[src/hw/rtl/vgmcsp_ram.sv]
module vgmcsp_ram #(
    parameter int WIDTH = 8,
    parameter int DEPTH = 256
) (
    input  logic                     i_clk,
    input  logic                     i_we,
    input  logic [$clog2(DEPTH)-1:0] i_waddr,
    input  logic [WIDTH-1:0]         i_wdata,
    input  logic                     i_re,
    input  logic [$clog2(DEPTH)-1:0] i_raddr,
    output logic [WIDTH-1:0]         o_rdata
);

    logic [WIDTH-1:0] r_mem [DEPTH];
    logic [WIDTH-1:0] r_rdata;

    always_ff @(posedge i_clk) begin
        if (i_we) begin
            r_mem[i_waddr] <= i_wdata;
        end
        if (i_re) begin
            r_rdata <= r_mem[i_raddr];
        end
    end

    assign o_rdata = r_rdata;

endmodule

[config.mk]
export PLATFORM = sky130hd
export DESIGN_NAME = vgmcsp_ram
export DESIGN_NICKNAME = d
export VERILOG_FILES = /design/src/hw/rtl/vgmcsp_ram.sv
export SDC_FILE = /design/constraint.sdc
export NUM_CORES = 2
export LEC_CHECK = 0
export BUFFER_PORTS_ARGS = -buffer_cell sky130_fd_sc_hd__buf_4
export CAP_MARGIN = 20
export CORE_ASPECT_RATIO = 1.2
export CORE_MARGIN = 4
export CORE_UTILIZATION = 52
export DETAILED_ROUTE_END_ITERATION = 16
export PLACE_DENSITY_LB_ADDON = 0.05
export SLEW_MARGIN = 20
export SYNTH_ARGS = -nofsm -noshare
export SYNTH_HDL_FRONTEND = slang
export SYNTH_SLANG_ARGS = --single-unit
[constraint.sdc]
create_clock -name i_clk -period 3.3 [get_ports i_clk]
set_input_delay 0.495 -clock i_clk [delete_from_list [all_inputs] [get_ports i_clk]]
set_output_delay 0.495 -clock i_clk [all_outputs]
set_load 0.02 [all_outputs]
Word-level counts from Yosys, hierarchy flattened --
Memory sizes are Yosys's and may differ from the RTL's. A register that Yosys moved wholly into a read port is not among the register bits. Index checks and enable logic that the tools add are counted. Widths: inputs -> output; s select.
Word-level totals: register bits after elaboration 0, memory bits (writable) 2048, input port bits 27, output and inout port bits 8, logic and storage cells 3, memories 1
Cells by class: multiplexer cells 2
Memories:
- r_mem | depth 256, width 8, rd ports 1, clocked after memory_dff 1, wr ports 1, RTL line 14 | logic [WIDTH-1:0] r_mem [DEPTH];
Operators by type and width (count):
- $mux 1 | 2

Longest topological paths before layout --
depth in word-level cells 2, mapped depth 11, gate-level depth less buffers 6

Worst setup path after synthesis --
No wires, ideal clock.
path kind input -> register, from input port i_raddr[0], to register r_rdata[2], in the netlist o_rdata[2] (read register of r_mem) (data pin), setup time 0.269 ns, arrival 2.302 ns, required time 3.031 ns, path slack 0.729 ns, stages on the path 9, path through buf_6 -> buf_12 -> buf_8 -> buf_2 -> mux4_2 -> a22oi_1 -> a21oi_1 -> nor4_1 -> nor4_2
RTL lines:
- from (decl) | RTL line 10 | input logic [$clog2(DEPTH)-1:0] i_raddr,
- to (decl) | RTL line 15 | logic [WIDTH-1:0] r_rdata;

==> metrics.yaml <==
status: "finished clean"
yosysTopAreaCell: "edfxtp_1"
regArea_um2: 61700
period_share_pct: 94.1
final_cell_count_no_fill: 6408
cp.depth: 7
syn_area_per_cell_um2: 21.3
whs_path_depth: 1
path_cells: "mux4_2, a22o_1, a221oi_1, o221ai_1, buf_4, a211oi_1, nor4_1"
ys_warn_count: 0
synth-seq-cells: 2056
required_ns: 3.83
max_freq_mhz: 322
p_sw_share_pct: 21.3
viasPerCell: 6.28
cts.clk_slew.worst_paths_ns: 0.06
grt_usage_pct: 26.4
synth-edff-count: 2056
fill_cells: 10700
finalHoldViolations: 0
area_delta_synth_final_pct: 15.6
final_area_um2: 92100
cp-end-kind: "register"
clockBufferDepth: 3
yosysSeqAreaShare_pct: 77.5
drv_slew: 0
synth_area_leaders: "edfxtp_1 (78%), mux4_2 (13%), mux2i_1 (1.7%), nor2_1 (1.3%), a22oi_1 (1.3%)"
r2r.worst_path.cells: 7
rsz0062_at_grt: "no"
final_nets: 4287
rr_endpoint: "o_rdata[5]$_DFFE_PP_"
cts_tree: "yes"
pwr-share-comb_pct: 5.5
io-pin-count: 35
hold_path_end: "r_mem[19][1]$_DFFE_PP_"
worstPathArrival_ns: 3.63
cap_violations: 0
fin_setup_tns_ns: 0
cp_slowest_cell: "a211oi_1"
switchingPower_mw: 11.4
drtPass1Iterations: 6
multi_input_area_um2: 16500
detail_route.wirelength.met1_um: 82100
drc: 0
synth.distinct_cells: 54
post_dp_cell_area_um2: 85800
worstHoldPathType: "in -> reg"
wl_met3_um: 15500
grt_pass1_vias: 41100
post-route-util_pct: 60.4
antenna_found_initial: 7
hp-start: "i_wdata[1]"
path_max_fanout: 1
period_minus_slack_ns: 3.11
grt_pass1_wl_um: 299000
wl_met2_um: 104000
final_layout_size_suffix_gt1_share_pct: 29.8
root_buffer: "clkbuf_16"
path_delay_family: "compound AO/OA/AOI/OAI gates"
rows: 157
worstSetupStartpointType: "register"
clock_latency_ns: 0.84
wire_per_inst_um: 32.5
htree_levels: 4
synthesis.area_um2: 79600
critPathKind: "reg -> reg"
max_stage_delay_ns: 0.86
power_leakage_nw: 29.5
internal-power_mw: 42.3
seqPwrFrac_pct: 53.7
synth_top_area_share_pct: 77.5
post-place-cells: 6051
vias: 40300
power_density_nw_per_um2: 583
synth_cells: 3733
die_h_um: 437
wl_um: 208000
cts_made_buffers: 193
port_buffers: 34
detail-route-antenna-nets: 0
ir_worst_vdd_uv: 597
crit-reg2reg-launch: "r_mem[27][5]$_DFFE_PP_"
worst-path-buf-inv: 1
post_cts_buffers: 0
start_util_pct: 52.2
synthesis.nets: 3760
pwr-share-clk_pct: 40.8
ys.flop_type: "edfxtp_1"
dp_hpwl_um: 135000
top_layer: "met5"
worst_pin_slew_ns: 1.11
die_area_um2: 159000
async_reset_ff_share_pct: 0
place_congestion: 0.846
dr.first_iter.drc_count: 4612
grt_max_degree: 104
grt-ovfl-total: 0
die-width_um: 365
skew_ns: 0.0345
slew_headroom_pct: 25.8
r2r_slack_ns: 0.19
core-area_um2: 152000
cts_sinks: 2056
setup_violations: 0
## state kept, by name, indices dropped and copies added (netlist names)
| register | count |
|---|---|
| o_rdata | 8 |
| r_mem | 2048 |
## final cells by class
cell class	instances	area share, %
antenna	3	0.00815
clock buffer	227	5.38
clock inverter	126	1.39
inverter	2	0.00815
multi-input combinational	1442	17.9
sequential	2056	67.1
tap	1987	2.70
timing repair buffer	565	5.55
## per-layer routing
layer,vias to the layer above,global-route usage [%]
met4,4,7.79
li1,16700,-
met1,21500,36.7
met2,1705,43.5
met3,331,4.50
met5,-,0
## layout by cell type, fill, tap and decap left out, types with 5 or more instances in the layout
master / Yosys / final
nor2_1: 282 / 279
a22oi_1: 133 / 133
buf_4: 27 / 490
a221oi_1: 13 / 13
o22a_1: 5 / 5
and2_1: 6 / 6
clkinv_2: 0 / 41
a22o_1: 8 / 8
o21ai_0: 10 / 10
o221ai_1: 46 / 46
clkinv_8: 0 / 9
clkbuf_8: 0 / 8
nor3_1: 22 / 22
o211ai_1: 10 / 10
clkinvlp_4: 0 / 7
o22ai_1: 28 / 28
nand3_1: 34 / 34
clkbuf_16: 0 / 193
nor4_1: 24 / 23
nor2b_1: 31 / 28
mux4_2: 454 / 454
a21oi_1: 96 / 96
mux2i_1: 134 / 134
nand2b_1: 8 / 8
nand4_1: 10 / 10
bufinv_16: 0 / 20
clkbuf_1: 111 / 34
buf_12: 8 / 64
a211oi_1: 16 / 16
nand2_1: 33 / 33
edfxtp_1: 2056 / 2056
clkinv_1: 1 / 43
## per-stage QoR
stage | power [mW] | hold slack [ns] | setup slack [ns]
global placement | 32.3 | 0.841 | -0.577
floorplan | 30.8 | 0.594 | 0.729
global route | 55.3 | 0.178 | 0.104
CTS | 54.1 | 0.141 | 0.141
detailed placement | 32.4 | 0.841 | -0.579
finish | 53.7 | 0.176 | 0.194
## logic make-up (layout without fill, tap and decap cells)
kind of cell | count (synthesis) | count (layout) | share of synthesized area, %
flops | 2056 | 2056 | 77.5
mux | 591 | 591 | 14.6
simple gates | 466 | 466 | 2.63
compound gates | 385 | 385 | 3.42
buf+inv | 235 | 920 | 1.83
other cells | 0 | 3 | 0
## power groups by stage
stage	Sequential (mW)	Combinational (mW)	Clock [mW]
global route	28.8	3.10	23.4
CTS	28.8	2.98	22.3
detailed placement	29.4	2.97	0
floorplan	29.4	1.40	0
finish	28.8	2.94	21.9
global placement	29.4	2.92	0
## synthesized netlist by cell type, types with 3 or more instances
library cell  count
buf_1            22
buf_2            31
and2_1            6
edfxtp_1       2056
nor4_2            3
buf_6            21
buf_8            13
nand2_1          33
clkbuf_1        111
o22a_1            5
nand4_1          10
nor2_1          282
buf_4            27
nor4_1           24
a211oi_1         16
buf_12            8
mux2i_1         134
nor3_1           22
o221ai_1         46
o211ai_1         10
o21ai_0          10
o32ai_1           4
a22oi_1         133
nand2b_1          8
a22o_1            8
nor2b_1          31
o22ai_1          28
mux4_2          454
nand3_1          34
a21oi_1          96
or2_2             4
a221oi_1         13
## worst max-delay path by stage
stage / slack [ns] / endpoint / from
final: 0.19 / o_rdata[5]$_DFFE_PP_ / r_mem[27][5]$_DFFE_PP_
after global routing: 0.10 / o_rdata[5]$_DFFE_PP_ / r_mem[27][5]$_DFFE_PP_
after CTS: 0.14 / o_rdata[5]$_DFFE_PP_ / r_mem[27][5]$_DFFE_PP_
after detailed placement: -0.58 / o_rdata[5]$_DFFE_PP_ / i_raddr[0]
after global placement: -0.58 / o_rdata[5]$_DFFE_PP_ / i_raddr[0]
after floorplan: 0.73 / o_rdata[2]$_DFFE_PP_ / i_raddr[0]
## repair_timing
action                                 in CTS  in global routing
resized for setup                           0                  0
hold buffers                                1                  0
endpoints found under the hold margin       8                  0
Power figures use the tool's default switching activity.
