[config.mk]
export PLATFORM = sky130hd
export DESIGN_NAME = vgmcsp_parser
export DESIGN_NICKNAME = d
export VERILOG_FILES = /design/src/hw/rtl/vgmcsp_pkg.sv /design/src/hw/rtl/vgmcsp_parser.sv
export SDC_FILE = /design/constraint.sdc
export NUM_CORES = 1
export LEC_CHECK = 0
export BUFFER_PORTS_ARGS = -buffer_cell sky130_fd_sc_hd__buf_4
export CORE_MARGIN = 2
export CORE_UTILIZATION = 35
export DETAILED_ROUTE_END_ITERATION = 6
export PLACE_DENSITY = 0.54
export SLEW_MARGIN = 20
export SYNTH_ARGS = -nofsm -noshare
export SYNTH_HDL_FRONTEND = slang
export SYNTH_SLANG_ARGS = --single-unit
[constraint.sdc]
create_clock -name i_clk -period 2.9 [get_ports i_clk]
set_clock_uncertainty 0.1 [all_clocks]
set_input_delay 0.145 -clock i_clk [delete_from_list [all_inputs] [get_ports i_clk]]
set_output_delay 0.145 -clock i_clk [all_outputs]
set_load 0.03 [all_outputs]
[src/hw/rtl/vgmcsp_pkg.sv]
package vgmcsp_pkg;

    localparam int PCM_BANK_DEPTH = 65536;
    localparam int BANK_AW = $clog2(PCM_BANK_DEPTH);
    localparam int LEN_W = BANK_AW + 1;

    localparam logic [7:0] OP_PSG = 8'h50;
    localparam logic [7:0] OP_STEREO = 8'h4F;
    localparam logic [7:0] OP_FM0 = 8'h52;
    localparam logic [7:0] OP_FM1 = 8'h53;
    localparam logic [7:0] OP_WAIT = 8'h61;
    localparam logic [7:0] OP_WAIT_NTSC = 8'h62;
    localparam logic [7:0] OP_WAIT_PAL = 8'h63;
    localparam logic [7:0] OP_END = 8'h66;
    localparam logic [7:0] OP_BLOCK = 8'h67;
    localparam logic [7:0] OP_SEEK = 8'hE0;
    localparam logic [7:0] BLOCK_MARKER = 8'h66;
    localparam logic [7:0] DAC_REG = 8'h2A;
    localparam logic [15:0] WAIT_NTSC = 16'd735;
    localparam logic [15:0] WAIT_PAL = 16'd882;

    typedef enum logic [3:0] {
        EV_PSG = 4'd0,
        EV_FM = 4'd1,
        EV_WAIT = 4'd2,
        EV_DAC = 4'd3,
        EV_BLOCK = 4'd4,
        EV_SEEK = 4'd5,
        EV_STEREO = 4'd6,
        EV_SKIP = 4'd7,
        EV_END = 4'd8,
        EV_ERROR = 4'd9
    } t_ev_kind;

    typedef enum logic [2:0] {
        PH_OPCODE,
        PH_ARGS,
        PH_MARKER,
        PH_BTYPE,
        PH_BSIZE,
        PH_BDATA
    } t_phase;

    typedef enum logic [1:0] {
        HALT_RUN,
        HALT_END,
        HALT_ERR
    } t_halt;

    typedef struct packed {
        t_ev_kind    kind;
        logic        chip_port;
        logic [7:0]  reg_addr;
        logic [7:0]  write_data;
        logic [15:0] wait_count;
        logic        dac_underrun;
        logic [31:0] seek_offset;
        logic [7:0]  block_type;
        logic [31:0] block_size;
        logic [7:0]  command_code;
        logic [31:0] command_offset;
        logic        use_bank;
    } t_evt;

    typedef struct packed {
        logic               we;
        logic [BANK_AW-1:0] waddr;
        logic [7:0]         wdata;
        logic               re;
        logic [BANK_AW-1:0] raddr;
    } t_bank_req;

    function automatic logic [3:0] arg_total(input logic [7:0] op);
        case (op)
            8'h50, 8'h4F, 8'h30, 8'h94: arg_total = 4'd1;
            8'h52, 8'h53, 8'h61, 8'h51, 8'h54, 8'h55, 8'h56, 8'h57, 8'h58,
            8'h59, 8'h5A, 8'h5B, 8'h5C, 8'h5E, 8'h5F, 8'hA0: arg_total = 4'd2;
            8'hE0, 8'h90, 8'h91, 8'h95: arg_total = 4'd4;
            8'h92: arg_total = 4'd5;
            8'h93: arg_total = 4'd10;
            8'h68: arg_total = 4'd11;
            default: arg_total = 4'd0;
        endcase
    endfunction

endpackage

[src/hw/rtl/vgmcsp_parser.sv]
module vgmcsp_parser
    import vgmcsp_pkg::*;
(
    input  logic      i_clk,
    input  logic      i_rst_n,
    input  logic      i_take,
    input  logic [7:0] i_byte,
    output logic      o_evt_valid,
    output t_evt      o_evt,
    output t_bank_req o_bank
);

    localparam logic [31:0] DEPTH32 = 32'(PCM_BANK_DEPTH);
    localparam logic [LEN_W-1:0] DEPTH_L = LEN_W'(PCM_BANK_DEPTH);

    t_phase            r_phase, n_phase;
    t_halt             r_halt, n_halt;
    logic [7:0]        r_held_op, n_held_op;
    logic [3:0]        r_args_left, n_args_left;
    logic [3:0]        r_arg_idx, n_arg_idx;
    logic [31:0]       r_arg_shift, n_arg_shift;
    logic [31:0]       r_block_left, n_block_left;
    logic [LEN_W-1:0]  r_blk_idx, n_blk_idx;
    logic [7:0]        r_block_type, n_block_type;
    logic [LEN_W-1:0]  r_pcm_len, n_pcm_len;
    logic [31:0]       r_pcm_ptr, n_pcm_ptr;
    logic [31:0]       r_byte_pos, n_byte_pos;
    logic [31:0]       r_cmd_start, n_cmd_start;

    logic [31:0] placed;
    logic [3:0]  tot;

    always_ff @(posedge i_clk) begin
        if (!i_rst_n) begin
            r_phase      <= PH_OPCODE;
            r_halt       <= HALT_RUN;
            r_held_op    <= '0;
            r_args_left  <= '0;
            r_arg_idx    <= '0;
            r_arg_shift  <= '0;
            r_block_left <= '0;
            r_blk_idx    <= '0;
            r_block_type <= '0;
            r_pcm_len    <= '0;
            r_pcm_ptr    <= '0;
            r_byte_pos   <= '0;
            r_cmd_start  <= '0;
        end else begin
            r_phase      <= n_phase;
            r_halt       <= n_halt;
            r_held_op    <= n_held_op;
            r_args_left  <= n_args_left;
            r_arg_idx    <= n_arg_idx;
            r_arg_shift  <= n_arg_shift;
            r_block_left <= n_block_left;
            r_blk_idx    <= n_blk_idx;
            r_block_type <= n_block_type;
            r_pcm_len    <= n_pcm_len;
            r_pcm_ptr    <= n_pcm_ptr;
            r_byte_pos   <= n_byte_pos;
            r_cmd_start  <= n_cmd_start;
        end
    end

    always_comb begin
        case (r_arg_idx)
            4'd0: placed = {24'd0, i_byte};
            4'd1: placed = {16'd0, i_byte, 8'd0};
            4'd2: placed = {8'd0, i_byte, 16'd0};
            4'd3: placed = {i_byte, 24'd0};
            default: placed = '0;
        endcase
    end

    assign tot = arg_total(i_byte);

    always_comb begin
        n_phase      = r_phase;
        n_halt       = r_halt;
        n_held_op    = r_held_op;
        n_args_left  = r_args_left;
        n_arg_idx    = r_arg_idx;
        n_arg_shift  = r_arg_shift;
        n_block_left = r_block_left;
        n_blk_idx    = r_blk_idx;
        n_block_type = r_block_type;
        n_pcm_len    = r_pcm_len;
        n_pcm_ptr    = r_pcm_ptr;
        n_byte_pos   = r_byte_pos;
        n_cmd_start  = r_cmd_start;
        o_evt_valid  = 1'b0;
        o_evt        = '0;
        o_evt.command_code   = r_held_op;
        o_evt.command_offset = r_cmd_start;
        o_bank       = '0;
        o_bank.waddr = r_blk_idx[BANK_AW-1:0];
        o_bank.wdata = i_byte;
        o_bank.raddr = r_pcm_ptr[BANK_AW-1:0];

        if (i_take && r_halt == HALT_RUN) begin
            n_byte_pos = r_byte_pos + 32'd1;
            case (r_phase)
                PH_OPCODE: begin
                    n_cmd_start = r_byte_pos;
                    n_held_op   = i_byte;
                    n_arg_shift = '0;
                    n_arg_idx   = '0;
                    o_evt.command_code   = i_byte;
                    o_evt.command_offset = r_byte_pos;
                    if (i_byte == OP_BLOCK) begin
                        n_phase = PH_MARKER;
                    end else if (tot != 4'd0) begin
                        n_args_left = tot;
                        n_phase     = PH_ARGS;
                    end else if (i_byte == OP_WAIT_NTSC || i_byte == OP_WAIT_PAL) begin
                        o_evt_valid      = 1'b1;
                        o_evt.kind       = EV_WAIT;
                        o_evt.wait_count = (i_byte == OP_WAIT_NTSC) ? WAIT_NTSC : WAIT_PAL;
                    end else if (i_byte == OP_END) begin
                        o_evt_valid = 1'b1;
                        o_evt.kind  = EV_END;
                        n_halt      = HALT_END;
                    end else if (i_byte[7:4] == 4'h7) begin
                        o_evt_valid      = 1'b1;
                        o_evt.kind       = EV_WAIT;
                        o_evt.wait_count = 16'(i_byte[3:0]) + 16'd1;
                    end else if (i_byte[7:4] == 4'h8) begin
                        o_evt_valid      = 1'b1;
                        o_evt.kind       = EV_DAC;
                        o_evt.reg_addr   = DAC_REG;
                        o_evt.wait_count = 16'(i_byte[3:0]);
                        if (r_pcm_ptr < 32'(r_pcm_len)) begin
                            o_evt.use_bank = 1'b1;
                            o_bank.re      = 1'b1;
                            n_pcm_ptr      = r_pcm_ptr + 32'd1;
                        end else begin
                            o_evt.dac_underrun = 1'b1;
                        end
                    end else begin
                        o_evt_valid = 1'b1;
                        o_evt.kind  = EV_ERROR;
                        n_halt      = HALT_ERR;
                    end
                end
                PH_ARGS: begin
                    if (r_arg_idx < 4'd4) begin
                        n_arg_shift = r_arg_shift | placed;
                    end
                    n_arg_idx   = r_arg_idx + 4'd1;
                    n_args_left = r_args_left - 4'd1;
                    if (r_args_left == 4'd1) begin
                        n_phase     = PH_OPCODE;
                        o_evt_valid = 1'b1;
                        if (r_held_op == OP_PSG) begin
                            o_evt.kind       = EV_PSG;
                            o_evt.write_data = n_arg_shift[7:0];
                        end else if (r_held_op == OP_FM0 || r_held_op == OP_FM1) begin
                            o_evt.kind       = EV_FM;
                            o_evt.chip_port  = (r_held_op == OP_FM1);
                            o_evt.reg_addr   = n_arg_shift[7:0];
                            o_evt.write_data = n_arg_shift[15:8];
                        end else if (r_held_op == OP_WAIT) begin
                            o_evt.kind       = EV_WAIT;
                            o_evt.wait_count = n_arg_shift[15:0];
                        end else if (r_held_op == OP_SEEK) begin
                            o_evt.kind        = EV_SEEK;
                            o_evt.seek_offset = n_arg_shift;
                            n_pcm_ptr         = n_arg_shift;
                        end else if (r_held_op == OP_STEREO) begin
                            o_evt.kind = EV_STEREO;
                        end else begin
                            o_evt.kind = EV_SKIP;
                        end
                    end
                end
                PH_MARKER: begin
                    if (i_byte != BLOCK_MARKER) begin
                        n_halt      = HALT_ERR;
                        n_phase     = PH_OPCODE;
                        o_evt_valid = 1'b1;
                        o_evt.kind  = EV_ERROR;
                    end else begin
                        n_phase = PH_BTYPE;
                    end
                end
                PH_BTYPE: begin
                    n_block_type = i_byte;
                    n_arg_shift  = '0;
                    n_arg_idx    = '0;
                    n_args_left  = 4'd4;
                    n_phase      = PH_BSIZE;
                end
                PH_BSIZE: begin
                    n_arg_shift = r_arg_shift | placed;
                    n_arg_idx   = r_arg_idx + 4'd1;
                    n_args_left = r_args_left - 4'd1;
                    if (r_args_left == 4'd1) begin
                        if (r_block_type == 8'd0) begin
                            n_pcm_len = (n_arg_shift >= DEPTH32) ? DEPTH_L
                                                                 : n_arg_shift[LEN_W-1:0];
                            n_pcm_ptr = '0;
                        end
                        n_block_left = n_arg_shift;
                        n_blk_idx    = '0;
                        if (n_arg_shift == 32'd0) begin
                            n_phase          = PH_OPCODE;
                            o_evt_valid      = 1'b1;
                            o_evt.kind       = EV_BLOCK;
                            o_evt.block_type = r_block_type;
                            o_evt.block_size = n_arg_shift;
                        end else begin
                            n_phase = PH_BDATA;
                        end
                    end
                end
                PH_BDATA: begin
                    if (r_blk_idx < DEPTH_L) begin
                        o_bank.we = (r_block_type == 8'd0);
                        n_blk_idx = r_blk_idx + LEN_W'(1);
                    end
                    n_block_left = r_block_left - 32'd1;
                    if (r_block_left == 32'd1) begin
                        n_phase          = PH_OPCODE;
                        o_evt_valid      = 1'b1;
                        o_evt.kind       = EV_BLOCK;
                        o_evt.block_type = r_block_type;
                        o_evt.block_size = r_arg_shift;
                    end
                end
                default: begin
                    n_phase = PH_OPCODE;
                end
            endcase
        end
    end

    a_halt_silent: assert property (@(posedge i_clk) disable iff (!i_rst_n)
        (r_halt != HALT_RUN) |-> (!o_evt_valid && !o_bank.we && !o_bank.re))
        else $error("event or bank access while halted");

    a_bank_excl: assert property (@(posedge i_clk) disable iff (!i_rst_n)
        !(o_bank.we && o_bank.re))
        else $error("bank written and read in one cycle");

    a_len_bound: assert property (@(posedge i_clk) disable iff (!i_rst_n)
        r_pcm_len <= DEPTH_L)
        else $error("pcm length beyond bank depth");

    a_read_in_range: assert property (@(posedge i_clk) disable iff (!i_rst_n)
        o_bank.re |-> (r_pcm_ptr < 32'(r_pcm_len) && o_evt_valid && !o_evt.dac_underrun))
        else $error("bank read outside filled range");

endmodule

---- Word level (Yosys, flattened, before mapping) ----
Index checks and enable logic that the tools add are counted.
word-level totals
  register bits after elaboration ......... 223
  input bits .............................. 11
cells by class
  add/sub/neg operators ................... 7
  magnitude comparators ................... 4
  eq/ne operators ......................... 71
  multiplexer cells ....................... 122
  bitwise gates (word level) .............. 1
  reductions and logical operators ........ 31
operator list
  operator                                                                               number
  32-bit two-way mux                                                                     22
  8-bit by 7-bit equality test with 1-bit output, second input constant                  27
  32-bit one-hot mux with 3 select lines                                                 2
  151-bit two-way mux                                                                    1
  32-bit one-hot mux with 4 select lines                                                 1
  40-bit two-way mux                                                                     3
  17-bit two-way mux                                                                     7
  40-bit one-hot mux with 2 select lines                                                 1
  8-bit equality test, second input constant                                             9
  32-bit by 1-bit adder with 32-bit output, second input constant                        2
  16-bit two-way mux                                                                     4
  32-bit one-hot mux with 2 select lines                                                 1
  4-bit two-way mux                                                                      13
  41-bit two-way mux                                                                     1
  37-bit two-way mux                                                                     1
  6-bit two-way mux                                                                      6
  2-bit != test, second input constant                                                   18
  17-bit one-hot mux with 2 select lines                                                 1
  32-bit by 1-bit equality test with 1-bit output, second input constant                 1
  32-bit by 17-bit greater-or-equal comparator with 1-bit output, second input constant  1
  32-bit logical NOT                                                                     1
  32-bit by 17-bit less-than comparator with 1-bit output                                1
  32-bit OR                                                                              1
  16-bit one-hot mux with 2 select lines                                                 1
  49 further kinds                                                                       110

---- Depth between registers and ports, before layout ----
  depth in word-level cells ............... 11
  mapped depth ............................ 13

---- Worst setup path before layout ----
Ideal clock, no wire load.
  path type ............................... input -> output
  start ................................... input port i_byte[0]
  end ..................................... output port o_evt[113] (netlist bit)
  arrival ................................. 3,035 ps
  setup slack ............................. -380 ps
  stages .................................. 10
  buffers on the path ..................... 2
  path through ............................ clkbuf_1 clkbuf_1 inv_1 ha_1 or3b_2 nor4b_1 a311o_1 nor3_1 nand2_1 nor4_1
RTL lines
  item         line                source
  from (decl)  vgmcsp_parser.sv:7  input logic [7:0] i_byte,
  to (decl)    vgmcsp_parser.sv:9  output t_evt o_evt,

==> metrics.csv <==
stage,metric,value,unit
final_layout,layout.cells.non_filler,2422,
timing,fin_hold_viols,0,
timing,setup_viol,57,
setup_path,worstSetupEndpointType,output pin,
power_and_ir_drop,power.density,476,nW/um^2
setup_path,crit-reg2reg-launch,r_pcm_ptr[14]$_SDFFE_PN0P_,
routing,drc_errors,0,
timing,worst_pin_slew,0.976,ns
logic_synthesis,syn_area,13100,um^2
final_layout,areaGrowthSynthToFinish,37.0,%
clock_tree,tritoncts,built,
timing,unrepaired_setup_endpoints_after_global_routing,yes,
logic_synthesis,post_synth_edffs,0,
clock_tree,path_clk_slew,0.06,ns
final_layout,drive_gt1_share,33.2,%
routing,routed-via-count,13618,
logic_synthesis,syn_area_per_cell,7.78,um^2
logic_synthesis,ys.warnings.count,0,
flow_run,max_cap_viol_count,0,
timing,totalNegativeSetupSlack,-18.85,ns
global_route,grt_antenna_before_repair,0,
min_path,timing.hold.worst.class,input pin to flop,
setup_path,cpMaxStageDelayCell,or4_4,
clock_tree,numCtsBuffers,28,
global_route,grt_start_max_net_pins,54,
routing,routed_via_density,5.62,
min_path,worstHoldEndpoint,r_arg_shift[22]$_SDFFE_PN0P_,
die,fp-row-count,70,
logic_synthesis,synth_top_area_cell,dfxtp_1,
setup_path,ff2ff_setup_slack,0.08,ns
final_layout,num_antenna_cells,0,
final_layout,multi_input_area,8470,um^2
global_route,grt_remaining_overflow,0,
logic_synthesis,synth.net_count,1725,
logic_synthesis,seq_area_frac_synth,34.1,%
setup_path,startpoint_type_of_the_worst_setup_path,flop,
logic_synthesis,postSynth.topFlopCell,dfxtp_1,
clock_tree,cts.root.buffer_cell,clkbuf_16,
setup_path,setup.worst_path.class,flop to output pin,
timing,min_period_over_period,117,%
logic_synthesis,async_flop_share,0,%
timing,max_clock_freq,296,MHz
routing,antenna_viol_nets_final,0,
global_route,grt.total_usage,25.3,%
die,fp.coreArea,36700,um^2
setup_path,critical_path_peak_fanout,8,
routing,finalWirelength,51.9,mm
die,io_pins,205,
final_layout,filler_cell_count,3518,
setup_path,arrival,3.14,ns
timing,timing.final.crit_period,3.38,ns
power_and_ir_drop,power.static_leakage,0.00696,uW
setup_path,cp_slowest_stage_delay,0.53,ns
outcome,violations,negative setup slack,
logic_synthesis,synthCells,1683,
min_path,hp_start,i_byte[6],
clock_tree,htree_num_levels,1,
global_route,grt_first_pass_wirelength,76.4,mm
routing,drt_iter0_markers,1038,
die,die_x,197,um
setup_path,number_of_cells_traversed_by_the_worst_register_to_register_path,10,
place,place.port_buffers,204,
global_route,first_global_vias,12723,
timing,tightest_slew_margin_relative_to_the_limit,34.3,%
routing,routed_wire_length_per_instance,21.4,um
logic_synthesis,yosys_register_bits,223,
timing,timing.final.ws_setup,-0.481,ns
timing,total_count_of_max_transition_violations_in_the_final_report,0,
die,initial_utilization,35.7,%
setup_path,critical_path.cell_chain,or4_4 > or4_4 > or3_4 > nor2_8 > buf_6 > inv_4 > a21oi_4 > buf_12 > and2_1 > buf_6,
place,globalplace.congestion,0.900,
setup_path,critical_path.reg2reg.endpoint,r_pcm_ptr[18]$_SDFFE_PN0P_,
place,numPlacedInstances,2321,
final_layout,seq_area,4500,um^2
final_layout,finalNetCount,1975,
place,place.detailed.hpwl,36.0,mm
min_path,hold_depth,4,
logic_synthesis,ys_types,82,
clock_tree,clk-insertion-delay-late,0.56,ns
logic_synthesis,yosysTopAreaCellShare,34.1,%
die,die-area,39000,um^2
logic_synthesis,synth.area.top_cells,"dfxtp_1 (34%), nor2_1 (6.5%), a21oi_1 (5.7%)",
die,die_y,197,um
clock_tree,clock_tree.buffer_depth,3,
routing,first_pass_iters,5,
outcome,status,"complete, but fails checks",
power_and_ir_drop,ir_drop,0.437,mV
setup_path,crit_required,2.65,ns
clock_tree,cts_num_sinks,223,
==> power by group <==
group          internal, uW  switching (uW)
Clock                  2120            1380
Combinational           654            1180
Sequential             3130            83.5
==> flip-flops by register name, indices dropped and copies added (netlist names) <==
signal / cells
r_block_left: 32
r_byte_pos: 32
r_halt: 2
r_args_left: 4
r_block_type: 8
r_blk_idx: 17
r_arg_idx: 4
r_phase: 3
r_cmd_start: 32
r_pcm_ptr: 32
r_arg_shift: 32
r_held_op: 8
r_pcm_len: 17
==> worst max-delay path, delay by kind of cell (launching register included) <==
family / cells / cell delay [ns]
and+or+nand+nor: 5 / 1.69
buffers and inverters: 4 / 0.42
DFF: 1 / 0.32
AOI/OAI and AO/OA: 1 / 0.15
==> cell usage after synthesis, types with 4 or more instances <==
cell / instances
a21oi_1: 149
buf_4: 44
o31ai_1: 4
a211oi_1: 9
nor3b_1: 10
inv_1: 51
and4_1: 6
nand2_1: 144
ha_1: 31
o221a_2: 4
a32o_1: 4
xnor2_1: 23
o211ai_1: 9
nand3_1: 54
a31oi_1: 8
xor2_1: 31
buf_1: 4
nor2_1: 226
a211oi_2: 31
and2_1: 59
or2_2: 4
nand2b_1: 10
o32ai_1: 7
nor2b_1: 10
and3_1: 33
a32oi_1: 9
nor4_1: 21
o21a_1: 6
dfxtp_1: 223
a22oi_1: 17
clkbuf_1: 99
mux2i_1: 13
o211a_1: 5
or3_1: 15
nand4_1: 28
nor3_1: 54
buf_2: 5
o21ai_0: 71
a21o_1: 13
mux2_2: 40
o22ai_1: 31
==> how the worst max path moves through the flow <==
stage	start	end	slack [ns]
6_report	r_block_left[21]$_SDFFE_PN0P_	o_evt[80]	-0.48
5_1_grt	r_block_left[21]$_SDFFE_PN0P_	o_evt[78]	-0.55
4_1_cts	r_block_left[21]$_SDFFE_PN0P_	o_evt[72]	-0.52
3_5_place_dp	r_arg_idx[0]$_SDFFE_PN0P_	o_evt[78]	-0.17
3_3_place_gp	r_arg_idx[0]$_SDFFE_PN0P_	o_evt[74]	-0.05
2_1_floorplan	r_arg_idx[0]$_SDFFE_PN0P_	o_evt[41]	-0.12
==> cell families after synthesis <==
group | count (synthesis) | synth area share, %
fa+ha+maj | 31 | 2.96
flops | 223 | 34.1
xor+xnor | 54 | 3.61
mux | 53 | 4.43
simple gates | 707 | 26.8
compound gates | 407 | 20.8
buf+inv | 208 | 7.38
==> stage by stage <==
step | area (um^2) | power, uW | setup slack (ns) | util (%) | hold slack [ns]
3_3_place_gp | 15600 | 4890 | -0.0528 | 42.6 | 0.345
6_report | 17900 | 8540 | -0.481 | 48.9 | 0.0425
2_1_floorplan | 13300 | 4220 | -0.121 | - | 0.322
5_1_grt | 17900 | 8860 | -0.546 | 48.9 | 0.0383
4_1_cts | 17200 | 8490 | -0.519 | 46.9 | 0.0122
3_5_place_dp | 15600 | 4900 | -0.166 | 42.6 | 0.350
==> layout by cell type, fill, tap and decap left out, types with 30 or more instances in the layout <==
cell	instances
nand3_1	54
mux2_2	40
xor2_1	31
dfxtp_1	197
nor2_1	220
clkbuf_16	30
nor3_1	51
and2_1	49
buf_4	297
inv_1	45
nand2_1	135
buf_6	50
a21oi_1	124
o21ai_0	70
and3_1	32
==> per-layer routing <==
| layer | global-route usage [%] | wire [um] | vias to the layer above |
|---|---|---|---|
| li1 | - | - | 6429 |
| met1 | 33.3 | 21700 | 6541 |
| met2 | 40.5 | 24100 | 535 |
| met3 | 5.38 | 4290 | 113 |
| met4 | 9.19 | 1800 | 0 |
| met5 | 0 | 0 | - |
==> cell type report <==
type,count,share of cell area [%]
clock buffer,46,4.84
clock inverter,5,0.342
inverter,54,1.16
multi-input combinational,1252,47.2
sequential,223,25.1
tap,468,3.26
timing repair buffer,374,18.2
==> repair_timing <==
item	in CTS	in global routing
pin swaps	30	52
endpoints found under the hold margin	52	0
gates cloned	3	3
endpoints found under the setup margin	150	118
buffers inserted	26	15
hold buffers	9	0
resized for setup	79	135
Power figures use the tool's default switching activity.
